**config.mk**
```make
export PLATFORM = sky130hd
export DESIGN_NAME = sorted_timer_queue
export DESIGN_NICKNAME = d
export VERILOG_FILES = /design/src/rtl/stq_pkg.sv /design/src/rtl/sorted_timer_queue.sv /design/src/rtl/stq_cell.sv
export SDC_FILE = /design/constraint.sdc
export NUM_CORES = 2
export LEC_CHECK = 0
export ABC_AREA = 1
export BUFFER_PORTS_ARGS = -buffer_cell sky130_fd_sc_hd__buf_2
export CAP_MARGIN = 20
export CORE_ASPECT_RATIO = 0.75
export CORE_MARGIN = 4
export CORE_UTILIZATION = 35
export CTS_BUF_LIST = sky130_fd_sc_hd__clkbuf_4
export DETAILED_ROUTE_END_ITERATION = 8
export PLACE_DENSITY = 0.52
export SETUP_SLACK_MARGIN = 0.2
export SKIP_CTS_REPAIR_TIMING = 1
export SLEW_MARGIN = 15
export SYNTH_ARGS = -nofsm -noshare
export SYNTH_HDL_FRONTEND = slang
export SYNTH_SLANG_ARGS = --single-unit
```
**constraint.sdc**
```tcl
create_clock -name clk -period 6.09 [get_ports clk]
set_clock_uncertainty 0.15 [all_clocks]
set_input_delay 1.218 -clock clk [delete_from_list [all_inputs] [get_ports clk]]
set_output_delay 1.218 -clock clk [all_outputs]
set_load 0.005 [all_outputs]
```
**src/rtl/stq_pkg.sv**
```systemverilog
package stq_pkg;

	localparam int HANDLE_W = 10;
	localparam int TIME_W   = 32;

	typedef enum logic [1:0] {
		CMD_ADD    = 2'd0,
		CMD_ADJUST = 2'd1,
		CMD_DELETE = 2'd2,
		CMD_TICK   = 2'd3
	} cmd_t;

	typedef enum logic [1:0] {
		KIND_STATUS  = 2'd0,
		KIND_EXPIRED = 2'd1,
		KIND_NONE    = 2'd2
	} kind_t;

	typedef enum logic [1:0] {
		ST_OK        = 2'd0,
		ST_FULL      = 2'd1,
		ST_NOT_FOUND = 2'd2,
		ST_DUPLICATE = 2'd3
	} status_t;

	typedef enum logic [2:0] {
		OP_HOLD,
		OP_LOOK,
		OP_INSERT,
		OP_REMOVE,
		OP_POP
	} cell_op_t;

	typedef struct packed {
		cmd_t                cmd;
		logic [HANDLE_W-1:0] handle;
		logic [TIME_W-1:0]   expire_time;
		logic [TIME_W-1:0]   current_time;
	} req_t;

	typedef struct packed {
		kind_t               result_kind;
		logic [HANDLE_W-1:0] out_handle;
		status_t             status;
		logic                last;
	} res_t;

	// broadcast to every cell of the chain
	typedef struct packed {
		cell_op_t            op;
		logic [HANDLE_W-1:0] handle;
	} cell_ctrl_t;

endpackage

```
**src/rtl/sorted_timer_queue.sv**
```systemverilog
// channel   direction  handshake                   payload
// command   in         start high while busy low   req (stq_pkg::req_t)
// result    out        res_valid, one cycle        res (stq_pkg::res_t)
//
// add and delete pass through S_LOOK and S_EXEC before the result, adjust also through S_INSERT when found, and a tick
// stays in S_TICK for n results (at least one); busy is low again in the cycle the final result shows.
// the handle reduction and the registered match lookup in the cell chain come ahead of the shift;
// an adjust shifts the chain twice, a tick pops one cell a cycle.
// arst_n clears the state and every cell's valid bit: the queue comes up empty.
// results are strobed for one cycle and cannot be stalled.
module sorted_timer_queue #(
	parameter int DEPTH        = 32,
	parameter int HANDLE_COUNT = 1024,
	parameter int TIME_WIDTH   = 32
) (
	input  logic          clk,
	input  logic          arst_n,
	input  logic          start,
	output logic          busy,
	input  stq_pkg::req_t req,
	output logic          res_valid,
	output stq_pkg::res_t res
);
	import stq_pkg::*;

	localparam int TW = (TIME_WIDTH < TIME_W) ? TIME_WIDTH : TIME_W;
	localparam int RecipShift = 20;
	localparam logic [20:0] Recip = 21'((1 << RecipShift) / HANDLE_COUNT);
	localparam logic [16:0] Hc = 17'(HANDLE_COUNT);

	typedef enum logic [2:0] {
		S_IDLE,
		S_LOOK,
		S_EXEC,
		S_INSERT,
		S_TICK
	} state_t;

	state_t              state_q;
	cmd_t                cmd_q;
	logic [HANDLE_W-1:0] hraw_q;
	logic [HANDLE_W-1:0] quot_q;
	logic [HANDLE_W-1:0] h_q;
	logic [TW-1:0]       exp_q;
	logic [TW-1:0]       now_q;
	res_t                res_q;
	logic                res_valid_q;

	logic [30:0]         prod;
	logic [26:0]         qhc;
	logic [HANDLE_W-1:0] rem0;
	logic [HANDLE_W-1:0] hred;
	logic                accept;
	cell_ctrl_t          ctrl;
	logic [TW-1:0]       key;

	logic [DEPTH-1:0]    c_valid;
	logic [DEPTH-1:0]    c_le;
	logic [DEPTH-1:0]    c_gone;
	logic [DEPTH-1:0]    c_match;
	logic [TW-1:0]       c_exp [DEPTH];
	logic [HANDLE_W-1:0] c_hdl [DEPTH];

	logic                full;
	logic                any_match;

	assign accept = start && !busy;
	assign busy   = (state_q != S_IDLE);

	// handle modulo HANDLE_COUNT: reciprocal estimate, then one correction step
	assign prod = 31'(req.handle) * 31'(Recip);
	assign qhc  = 27'(quot_q) * 27'(Hc);
	assign rem0 = hraw_q - qhc[HANDLE_W-1:0];
	assign hred = (17'(rem0) >= Hc) ? (rem0 - Hc[HANDLE_W-1:0]) : rem0;

	assign full      = c_valid[DEPTH-1];
	assign any_match = |c_match;
	assign key       = (state_q == S_TICK) ? now_q : exp_q;

	always_comb begin
		ctrl.handle = (state_q == S_LOOK) ? hred : h_q;
		ctrl.op     = OP_HOLD;
		case (state_q)
			S_LOOK: ctrl.op = OP_LOOK;
			S_EXEC: begin
				case (cmd_q)
					CMD_ADD: begin
						if (!any_match && !full) ctrl.op = OP_INSERT;
					end
					CMD_ADJUST, CMD_DELETE: begin
						if (any_match) ctrl.op = OP_REMOVE;
					end
					default: ;
				endcase
			end
			S_INSERT: ctrl.op = OP_INSERT;
			S_TICK: begin
				if (c_le[0]) ctrl.op = OP_POP;
			end
			default: ;
		endcase
	end

	for (genvar i = 0; i < DEPTH; i++) begin : g_cell
		logic                p_valid;
		logic [TW-1:0]       p_exp;
		logic [HANDLE_W-1:0] p_hdl;
		logic                p_le;
		logic                p_gone;
		logic                n_valid;
		logic [TW-1:0]       n_exp;
		logic [HANDLE_W-1:0] n_hdl;

		if (i == 0) begin : g_head
			assign p_valid = 1'b0;
			assign p_exp   = '0;
			assign p_hdl   = '0;
			assign p_le    = 1'b1;
			assign p_gone  = 1'b0;
		end else begin : g_body
			assign p_valid = c_valid[i-1];
			assign p_exp   = c_exp[i-1];
			assign p_hdl   = c_hdl[i-1];
			assign p_le    = c_le[i-1];
			assign p_gone  = c_gone[i-1];
		end

		if (i == DEPTH - 1) begin : g_tail
			assign n_valid = 1'b0;
			assign n_exp   = '0;
			assign n_hdl   = '0;
		end else begin : g_inner
			assign n_valid = c_valid[i+1];
			assign n_exp   = c_exp[i+1];
			assign n_hdl   = c_hdl[i+1];
		end

		stq_cell #(
			.TW(TW)
		) u_cell (
			.clk      (clk),
			.arst_n   (arst_n),
			.ctrl     (ctrl),
			.key      (key),
			.l_valid  (p_valid),
			.l_expiry (p_exp),
			.l_handle (p_hdl),
			.l_le     (p_le),
			.l_gone   (p_gone),
			.r_valid  (n_valid),
			.r_expiry (n_exp),
			.r_handle (n_hdl),
			.valid    (c_valid[i]),
			.expiry   (c_exp[i]),
			.handle   (c_hdl[i]),
			.le       (c_le[i]),
			.gone     (c_gone[i]),
			.match    (c_match[i])
		);
	end

	always_ff @(posedge clk or negedge arst_n) begin
		if (!arst_n) begin
			state_q     <= S_IDLE;
			res_valid_q <= 1'b0;
		end else begin
			res_valid_q <= 1'b0;
			case (state_q)
				S_IDLE: begin
					if (accept) begin
						state_q <= (req.cmd == CMD_TICK) ? S_TICK : S_LOOK;
					end
				end
				S_LOOK: state_q <= S_EXEC;
				S_EXEC: begin
					res_valid_q <= 1'b1;
					state_q     <= S_IDLE;
					if (cmd_q == CMD_ADJUST && any_match) begin
						res_valid_q <= 1'b0;
						state_q     <= S_INSERT;
					end
				end
				S_INSERT: begin
					res_valid_q <= 1'b1;
					state_q     <= S_IDLE;
				end
				S_TICK: begin
					res_valid_q <= 1'b1;
					if (!c_le[0] || !c_le[1]) begin
						state_q <= S_IDLE;
					end
				end
				default: state_q <= S_IDLE;
			endcase
		end
	end

	// transaction payload and result fields
	always_ff @(posedge clk) begin
		if (accept) begin
			cmd_q  <= req.cmd;
			hraw_q <= req.handle;
			quot_q <= prod[RecipShift +: HANDLE_W];
			exp_q  <= req.expire_time[TW-1:0];
			now_q  <= req.current_time[TW-1:0];
		end
		if (state_q == S_LOOK) begin
			h_q <= hred;
		end
		case (state_q)
			S_EXEC: begin
				res_q.result_kind <= KIND_STATUS;
				res_q.out_handle  <= h_q;
				res_q.last        <= 1'b1;
				if (cmd_q == CMD_ADD) begin
					if (any_match) begin
						res_q.status <= ST_DUPLICATE;
					end else if (full) begin
						res_q.status <= ST_FULL;
					end else begin
						res_q.status <= ST_OK;
					end
				end else begin
					res_q.status <= any_match ? ST_OK : ST_NOT_FOUND;
				end
			end
			S_INSERT: begin
				res_q.result_kind <= KIND_STATUS;
				res_q.out_handle  <= h_q;
				res_q.status      <= ST_OK;
				res_q.last        <= 1'b1;
			end
			S_TICK: begin
				res_q.status <= ST_OK;
				if (c_le[0]) begin
					res_q.result_kind <= KIND_EXPIRED;
					res_q.out_handle  <= c_hdl[0];
					res_q.last        <= !c_le[1];
				end else begin
					res_q.result_kind <= KIND_NONE;
					res_q.out_handle  <= '0;
					res_q.last        <= 1'b1;
				end
			end
			default: ;
		endcase
	end

	assign res_valid = res_valid_q;
	assign res       = res_q;

`ifndef SYNTH
	// occupied cells always form an unbroken run from the head
	a_valid_run: assert property (@(posedge clk) disable iff (!arst_n)
		((c_valid >> 1) & ~c_valid) == '0)
		else $error("gap in occupied cells");

	// handles are unique, so a lookup hits at most one cell
	a_single_match: assert property (@(posedge clk) disable iff (!arst_n)
		$onehot0(c_match))
		else $error("handle found in more than one cell");

	a_status_last: assert property (@(posedge clk) disable iff (!arst_n)
		(res_valid && res.result_kind != KIND_EXPIRED) |-> res.last)
		else $error("single result without last");

	a_busy_after_accept: assert property (@(posedge clk) disable iff (!arst_n)
		accept |=> busy)
		else $error("accepted transaction did not raise busy");

	a_pop_in_order: assert property (@(posedge clk) disable iff (!arst_n)
		(state_q == S_TICK && c_le[0] && c_le[1]) |=> (state_q == S_TICK))
		else $error("tick stopped with expired entries left");
`endif

endmodule

```
**src/rtl/stq_cell.sv**
```systemverilog
module stq_cell #(
	parameter int TW = 32
) (
	input  logic                       clk,
	input  logic                       arst_n,
	input  stq_pkg::cell_ctrl_t        ctrl,
	input  logic [TW-1:0]              key,
	input  logic                       l_valid,
	input  logic [TW-1:0]              l_expiry,
	input  logic [stq_pkg::HANDLE_W-1:0] l_handle,
	input  logic                       l_le,
	input  logic                       l_gone,
	input  logic                       r_valid,
	input  logic [TW-1:0]              r_expiry,
	input  logic [stq_pkg::HANDLE_W-1:0] r_handle,
	output logic                       valid,
	output logic [TW-1:0]              expiry,
	output logic [stq_pkg::HANDLE_W-1:0] handle,
	output logic                       le,
	output logic                       gone,
	output logic                       match
);
	import stq_pkg::*;

	logic                valid_q;
	logic                match_q;
	logic [TW-1:0]       expiry_q;
	logic [HANDLE_W-1:0] handle_q;
	logic                n_valid;
	logic [TW-1:0]       n_expiry;
	logic [HANDLE_W-1:0] n_handle;

	assign le     = valid_q && (expiry_q <= key);
	// set from the matching cell rightwards: those cells close the gap
	assign gone   = l_gone | match_q;
	assign valid  = valid_q;
	assign expiry = expiry_q;
	assign handle = handle_q;
	assign match  = match_q;

	always_comb begin
		n_valid  = valid_q;
		n_expiry = expiry_q;
		n_handle = handle_q;
		case (ctrl.op)
			OP_INSERT: begin
				if (!le) begin
					if (l_le) begin
						n_valid  = 1'b1;
						n_expiry = key;
						n_handle = ctrl.handle;
					end else begin
						n_valid  = l_valid;
						n_expiry = l_expiry;
						n_handle = l_handle;
					end
				end
			end
			OP_REMOVE: begin
				if (gone) begin
					n_valid  = r_valid;
					n_expiry = r_expiry;
					n_handle = r_handle;
				end
			end
			OP_POP: begin
				n_valid  = r_valid;
				n_expiry = r_expiry;
				n_handle = r_handle;
			end
			default: ;
		endcase
	end

	always_ff @(posedge clk or negedge arst_n) begin
		if (!arst_n) begin
			valid_q <= 1'b0;
			match_q <= 1'b0;
		end else begin
			valid_q <= n_valid;
			if (ctrl.op == OP_LOOK) begin
				match_q <= valid_q && (handle_q == ctrl.handle);
			end
		end
	end

	always_ff @(posedge clk) begin
		expiry_q <= n_expiry;
		handle_q <= n_handle;
	end

endmodule
```
==> results.toml <==
[sta]
whs_ns = 0.100
fin_crit_ns = 5.49
rsz0062_at_grt = "no"
slew_headroom_pct = 26.2
tightest_slew_ns = 1.10
hold_violations = 0
finalCritPeriodShare_pct = 90.1
finalSetupViolCount = 0
fin_setup_tns_ns = 0
fmax_mhz = 182
drv_slew = 0

[pwr]
p_seq_share_pct = 36.5
leakagePower_uw = 0.0545
pwr_density_cell_nw_per_um2 = 465
peakVddDrop_v = 0.000390
power.total_uw = 54400
pwr-share-comb_pct = 45.2
p_int_uw = 29300
netSwitchingFraction_pct = 46.0
clkPwrFrac_pct = 18.3
p_sw_uw = 25000

[synth]
synthArstFlopShare_pct = 4.49
seq_area_frac_synth_pct = 42.8
synth_area_um2 = 105000
synth_top_family_by_area = "simple AND/OR/NAND/NOR gates"
yosys-top-cells-count = "nand2_1, o21ai_0, edfxtp_1"
synth-compound-area-share_pct = 12.2
dominantRegCellSynth = "edfxtp_1"
netlist_top_cells_area = "edfxtp_1, nand2_1, ha_1"
yosysTopAreaCell = "edfxtp_1"
synth_mux_area_share_pct = 0.295
ys_ff_latch = 1513
synthXorXnorAreaFrac_pct = 0.742
synthSimpleGateAreaFrac_pct = 25.9
syn-instance-count = 13500
synth_warnings = 0
synth.top_cell.area_share_pct = 41.0
synth_edf_count = 1435
avgSynthCellArea_um2 = 7.78
yosys.cell_count.top_type = "nand2_1"
synth_nets = 14600
synthAdderAreaFrac_pct = 12.2
yosysUniqueCellTypes = 49

[die]
die_h_um = 483
initial_core_util_pct = 35.3
rows = 173
pin_count = 96
core_area_um2 = 298000
die_x_um = 641
die-area_um2 = 309000

[worst_setup_path]
critPathRequiredTime_ns = 7.09
endpoint_kind = "flop"
crit_top_cell = "nand2_1"
slowest_stage = "buf_4"
cp_num_buf_inv = 4
crit_family = "simple AND/OR/NAND/NOR gates"
crit_chain = "nor2_1, nand2_4, buf_4, mux2i_4, buf_12, ha_1, nand4_1, nor3_1, nand2_1, nand2_1, nand2_1, nand2_1, nand2_1, nand3_2, nand2_8, inv_8, buf_4, nand2_1, nand2_1"
crit_path_start_kind = "flop"
worst-path-max-fanout = 92
slowest_delay_ns = 0.91
crit_arrival_ns = 6.49
path_class = "reg -> reg"

[placement]
dp_hpwl_mm = 268
place.gp.congestion = 0.879
port_buffers = 95
dpl_cell_area_um2 = 111000

[route]
vias = 95000
antenna_left = 0
drtIter0Drc = 8899
wl_per_cell_um = 21.1
drc_errors = 0
drt_pass1_iterations = 6
routed_wl_mm = 378
vias_per_cell = 5.32

[flow_run]
cap_violations = 0

[status]
outcome = "finished, final reports clean"

[clock_tree]
cts_buffers = 423
cts_tree = "yes"
clk_pin_slew_ns = 0.08
htreeDepth = 5
clk_latency_ns = 1.34
cts_buffer_depth = 4
numClockSinks = 1513
cts_root_buf = "clkbuf_4"

[cells_and_area]
design_area_um2 = 117000
drive_gt1_share_pct = 8.25
syn2layout_area_growth_pct = 11.2
finalNetCount = 14700
utilization_pct = 39.3

[grt]
antenna_found_initial = 10
grt_use_total_pct = 23.8
grt_max_degree = 171
grt_first_pass_wirelength_mm = 569
grt_pass1_vias = 90400
overflow = 0

[worst_hold_path]
holdCritPathClass = "in -> reg"
[power by group through the flow]
| stage | sequential, uW | clock, uW | combinational [uW] |
|---|---|---|---|
| 6_report | 19800 | 9980 | 24600 |
| 5_1_grt | 20100 | 10800 | 27900 |
| 4_1_cts | 19800 | 10300 | 24300 |
| 3_5_place_dp | 20000 | 0 | 24200 |
| 3_3_place_gp | 20100 | 0 | 23900 |
| 2_1_floorplan | 18200 | 0 | 16300 |
[cell type report]
type	instances	area [um2]
Antenna cell	5	12.5
Clock buffer	653	4900
Clock inverter	100	553
Fill cell	31500	181000
Inverter	606	2280
Multi-Input combinational cell	10600	54500
Sequential cell	1513	45000
Tap cell	3937	4930
Timing Repair Buffer	438	4670
[layer usage]
metal | share of wire [%] | vias to the layer above | GRT usage [%] | wire, um
met3 | 7.9 | 564 | 4.00 | 29700
met2 | 43 | 3188 | 36.7 | 164000
met4 | 2.6 | 2 | 6.48 | 9730
li1 | - | 45700 | - | -
met5 | 0.0034 | - | 0 | 13
met1 | 46 | 45500 | 34.2 | 175000
[worst paths after layout]
path	startpoint	slack [ns]	end	depth (start not counted)
setup reg to reg	state_q[0]	0.60	g_cell[18].u_cell.expiry[30]	19
setup / recovery	state_q[0]	0.60	g_cell[18].u_cell.expiry[30]	19
hold / removal	start	0.10	state_q[0]	3
hold reg to reg	g_cell[11].u_cell.match	0.34	g_cell[11].u_cell.match	2
max in group asynchronous	arst_n	4.17	g_cell[23].u_cell.valid	3
min in group asynchronous	arst_n	0.31	res_valid	2
[placed cells by master (no fill, tap or decap), drive strengths merged, types with 70 or more instances in the layout]
master,n
nand2,6171
o21ai,1677
edfxtp,1435
ha,1027
clkbuf,653
inv,608
a21oi,495
nor2,426
buf,361
nand3,165
nand4,137
o22ai,129
clkinv,90
xor2,89
dlygate4sd3,77
nor3,70
[cells by family (layout without fill, tap and decap cells)]
| family | Yosys count | count (layout) |
|---|---|---|
| buffers and inverters | 1393 | 1797 |
| adder cells (fa/ha/maj) | 1027 | 1027 |
| XOR/XNOR | 89 | 89 |
| other | 0 | 5 |
| AND/OR/NAND/NOR | 7021 | 7021 |
| AO/OA/AOI/OAI | 2443 | 2443 |
| multiplexers | 31 | 31 |
| flip-flops | 1513 | 1513 |
[through the flow]
step           worst slack [ns]  cells
6_report                  0.605  17900
5_1_grt                   0.263  17900
4_1_cts                   0.588  17800
3_5_place_dp              0.651  17000
3_3_place_gp              0.725  17000
2_1_floorplan              1.01  13500
[registers in the layout (all words and copies together) (netlist names)]
register and flops:
cmd_q 2, exp_q 32, g_cell.u_cell.expiry 1024, g_cell.u_cell.handle 320, g_cell.u_cell.match 32, g_cell.u_cell.valid 32
h_q 10, hraw_q 10, now_q 32, res 15, res_valid 1, state_q 3
[worst reg2reg max path: stages, from the launching register on]
cell     delay (ns)
dfrtp_1        0.44
nor2_1         0.27
nand2_4        0.32
buf_4          0.37
mux2i_4        0.24
buf_12         0.17
ha_1           0.38
nand4_1        0.07
nor3_1         0.40
nand2_1        0.10
nand2_1        0.07
nand2_1        0.05
nand2_1        0.06
nand2_1        0.12
nand3_2        0.24
nand2_8        0.18
inv_8          0.42
buf_4          0.97
nand2_1        0.19
nand2_1        0.09
(Power assumes the default switching activity.)
